--- src/rtl/gbh_fifo.sv ---
module gbh_fifo #(
  parameter int unsigned WIDTH = 8,
  parameter int unsigned DEPTH = 4
) (
  input  logic                       clk_i,
  input  logic                       rst_ni,
  input  logic                       push_i,
  input  logic [WIDTH-1:0]           wdata_i,
  input  logic                       pop_i,
  output logic [WIDTH-1:0]           rdata_o,
  output logic                       empty_o,
  output logic                       full_o,
  output logic [$clog2(DEPTH+1)-1:0] level_o
);

  localparam int unsigned PW = $clog2(DEPTH);
  localparam int unsigned LW = $clog2(DEPTH + 1);

  logic [WIDTH-1:0] buf_q [DEPTH];
  logic [PW-1:0]    wptr_q, rptr_q;
  logic [LW-1:0]    level_q;
  logic             do_push, do_pop;

  assign empty_o = (level_q == '0);
  assign full_o  = (level_q == LW'(DEPTH));
  assign level_o = level_q;
  assign rdata_o = buf_q[rptr_q];
  assign do_push = push_i && !full_o;
  assign do_pop  = pop_i && !empty_o;

  always_ff @(posedge clk_i) begin
    if (do_push) begin
      buf_q[wptr_q] <= wdata_i;
    end
  end

  always_ff @(posedge clk_i or negedge rst_ni) begin
    if (!rst_ni) begin
      wptr_q  <= '0;
      rptr_q  <= '0;
      level_q <= '0;
    end else begin
      if (do_push) begin
        wptr_q <= (wptr_q == PW'(DEPTH - 1)) ? '0 : wptr_q + 1'b1;
      end
      if (do_pop) begin
        rptr_q <= (rptr_q == PW'(DEPTH - 1)) ? '0 : rptr_q + 1'b1;
      end
      level_q <= level_q + LW'(do_push) - LW'(do_pop);
    end
  end

endmodule

--- config.mk ---
export PLATFORM = sky130hd
export DESIGN_NAME = gbh_fifo
export DESIGN_NICKNAME = d
export VERILOG_FILES = /design/src/rtl/gbh_fifo.sv
export SDC_FILE = /design/constraint.sdc
export NUM_CORES = 1
export LEC_CHECK = 0
export CAP_MARGIN = 20
export CORE_UTILIZATION = 50
export CTS_BUF_LIST = sky130_fd_sc_hd__clkbuf_2
export CTS_CLUSTER_SIZE = 16
export DETAILED_ROUTE_END_ITERATION = 8
export DONT_BUFFER_PORTS = 1
export PLACE_DENSITY_LB_ADDON = 0.12
export SYNTH_ARGS = -nofsm -noshare
export SYNTH_HDL_FRONTEND = slang
export SYNTH_SLANG_ARGS = --single-unit
--- constraint.sdc ---
create_clock -name clk_i -period 2.9 [get_ports clk_i]
set_input_delay 0.58 -clock clk_i [delete_from_list [all_inputs] [get_ports clk_i]]
set_output_delay 0.58 -clock clk_i [all_outputs]
set_load 0.005 [all_outputs]
==> qor.yml <==
timing:
  timing.slew.headroom_pct: 59.1
  tns_ps: 0
  fin_crit_sh_pct: 80.3
  tightest_slew_ps: 613
  finalWorstSetupSlack_ps: 571
  setup_viol: 0
  hold_violations: 0
  rsz0062_at_grt: "no"
  fin_crit_ps: 2330
  maxSlewViolCount: 0
  max_freq_ghz: 0.429
  clock_skew_ps: 12.4
final_layout:
  finish.net_count: 107
  layout-drive-gt1-share_pct: 23.9
  finish.instance_area_sq_mm: 0.00170
  stdcell_count: 132
  area_delta_synth_final_pct: 5.93
  num-fill-cells: 266
  antenna_cells: 0
place:
  place_area_sq_mm: 0.00165
  hpwl_mm: 1.47
  placed_cells: 123
  port_buffers: 0
  dp_slack_ps: 656
  gp_congestion: 0.634
clocking:
  ctsResizeCount: 0
  clock_latency_ps: 380
  cts_made_buffers: 5
  cts_tree: "done"
  hold_buffers: 1
  cts.clk_slew.worst_paths_ps: 180
  htreeDepth: 2
  post_cts_buffers: 0
  clock-sinks: 39
  clock_path_buffers: 2
  cts_root_buf: "clkbuf_2"
worst_hold_path:
  worst_hold_startpoint: "wdata_i[2]"
  holdPathStages: 0
  holdPathEnd: "buf_q[1][2]"
  hp-class: "in2reg"
floorplanning:
  pin_count: 25
  die_area_sq_mm: 0.00344
  die_w_um: 58.6
  core_sq_mm: 0.00305
  initial_core_util_pct: 52.5
  rows: 20
  die_h_um: 58.6
logic_synthesis:
  synth_seq_cells: 39
  synth.area.top_cells: "edfxtp_1 (60%), mux4_2 (11%), dfrtp_1 (11%), ha_1 (5.5%), inv_1 (1.6%)"
  async_flop_share_pct: 17.9
  synth.avg_cell_area_sq_um: 19.8
  synth_commonest_cells: "edfxtp_1 (32), mux4_2 (8), dfrtp_1 (7), ha_1 (7), inv_1 (7)"
  synth_area_sq_mm: 0.00160
  synth.most_common_cell: "edfxtp_1"
  synth_ff_type: "edfxtp_1"
  synth.yosys.seq_area_share_pct: 70.9
  yosysUniqueCellTypes: 19
  yosys.area.top_type: "edfxtp_1"
  synth_edf_count: 32
  netlist_instances: 81
  synth-warning-count: 0
  synth.top_cell.area_share_pct: 60.0
  synth_fp_nets: 101
route:
  drtAntennaViolNets: 0
  drt_first_pass_iters: 3
  drc: 0
  totalWireLength_mm: 2.24
  via_count: 699
  drt_iter0_drc: 22
  wl_per_cell_um: 16.9
  vias_per_cell: 5.30
grt:
  grt_pass1_wl_mm: 3.49
  grt_pass1_vias: 689
  overflow: 0
  grt_max_degree: 13
  antenna_found_initial: 0
  grtUsageTotal_pct: 15.3
critical_path:
  reg2reg_setup_slack_ps: 630
  crit_buf_inv: 0
  path_cells: "mux4_2"
  cp-end-kind: "output pin"
  startpoint_type: "flip-flop"
  r2r-start: "level_o[1]"
  critPathTopFamily: "flip-flops"
  r2r-end: "level_o[2]"
  slowest_delay_ps: 770
  cp_slowest_cell: "dfrtp_1"
  arrival_ps: 1750
  crit_type: "reg2out"
  reg2regPathDepth: 9
  cp.required_ps: 2320
  critPathMaxFanout: 11
flow_run:
  maxCapViolCount: 0
status:
  status: "complete, no violations"
power:
  power.total_uw: 1550
  p_per_area_mw_per_mm2: 915
  leakagePower_uw: 0.000611
  peakVddDrop_mv: 0.481
report_power, final:
| part | total (uW) | switching (uW) | internal, uW |
|---|---|---|---|
| sequential | 891 | 135 | 756 |
| combinational | 440 | 193 | 247 |
| clock | 223 | 163 | 59.3 |
cell type report:
cell class / count / area, sq um / share of cell area, %
inverters: 7 / 26.3 / 1.55
well taps: 44 / 55.1 / 3.24
repair buffers: 1 / 10.0 / 0.590
multi-input cells: 33 / 432 / 25.4
clock inverters: 2 / 8.76 / 0.516
clock buffers: 6 / 30.0 / 1.77
flip-flops and latches: 39 / 1140 / 66.9
metrics by stage:
step / hold slack [ps] / utilization (%)
3_5_place_dp: 285 / 54.0
6_report: 279 / 55.6
5_1_grt: 232 / 55.6
4_1_cts: 255 / 55.6
2_1_floorplan: 284 / -
3_3_place_gp: 285 / 54.0
placed cells by master, fill, tap and decap left out, types with 2 or more instances in the layout:
cell	instances
edfxtp_1	32
mux4_2	8
inv_1	7
ha_1	7
dfrtp_1	7
clkbuf_2	6
and2_1	4
xnor2_1	2
nor2_1	2
mux2_2	2
how the worst max path moves through the flow:
stage	from	cells after the start	end
3_5_place_dp	level_o[1]	9	level_o[2]
5_1_grt	rptr_q[0]	1	rdata_o[1]
4_1_cts	rptr_q[0]	1	rdata_o[1]
3_3_place_gp	level_o[1]	9	level_o[2]
2_1_floorplan	level_o[1]	9	level_o[2]
6_report	rptr_q[0]	1	rdata_o[1]
sequential cells by signal, summed over array words and instances, names as in the netlist:
signal   cells
buf_q       32
rptr_q       2
level_o      3
wptr_q       2
logic make-up (layout without fill, tap and decap cells):
family / Yosys count / in the layout / synth area share, %
fa+ha+maj: 8 / 8 / 6.71
xor+xnor: 2 / 2 / 1.09
simple gates: 11 / 11 / 5.15
buf+inv: 9 / 16 / 2.19
flops: 39 / 39 / 70.9
mux: 11 / 11 / 13.6
compound gates: 1 / 1 / 0.391
layer usage:
| metal | up-vias | part of all wire (%) | global-route usage (%) |
|---|---|---|---|
| met1 | 351 | 41 | 17.9 |
| li1 | 315 | - | - |
| met2 | 24 | 50 | 23.5 |
| met5 | - | 0 | 0 |
| met3 | 9 | 6.7 | 7.25 |
| met4 | 0 | 2.6 | 8.50 |
Power figures use the tool's default switching activity.
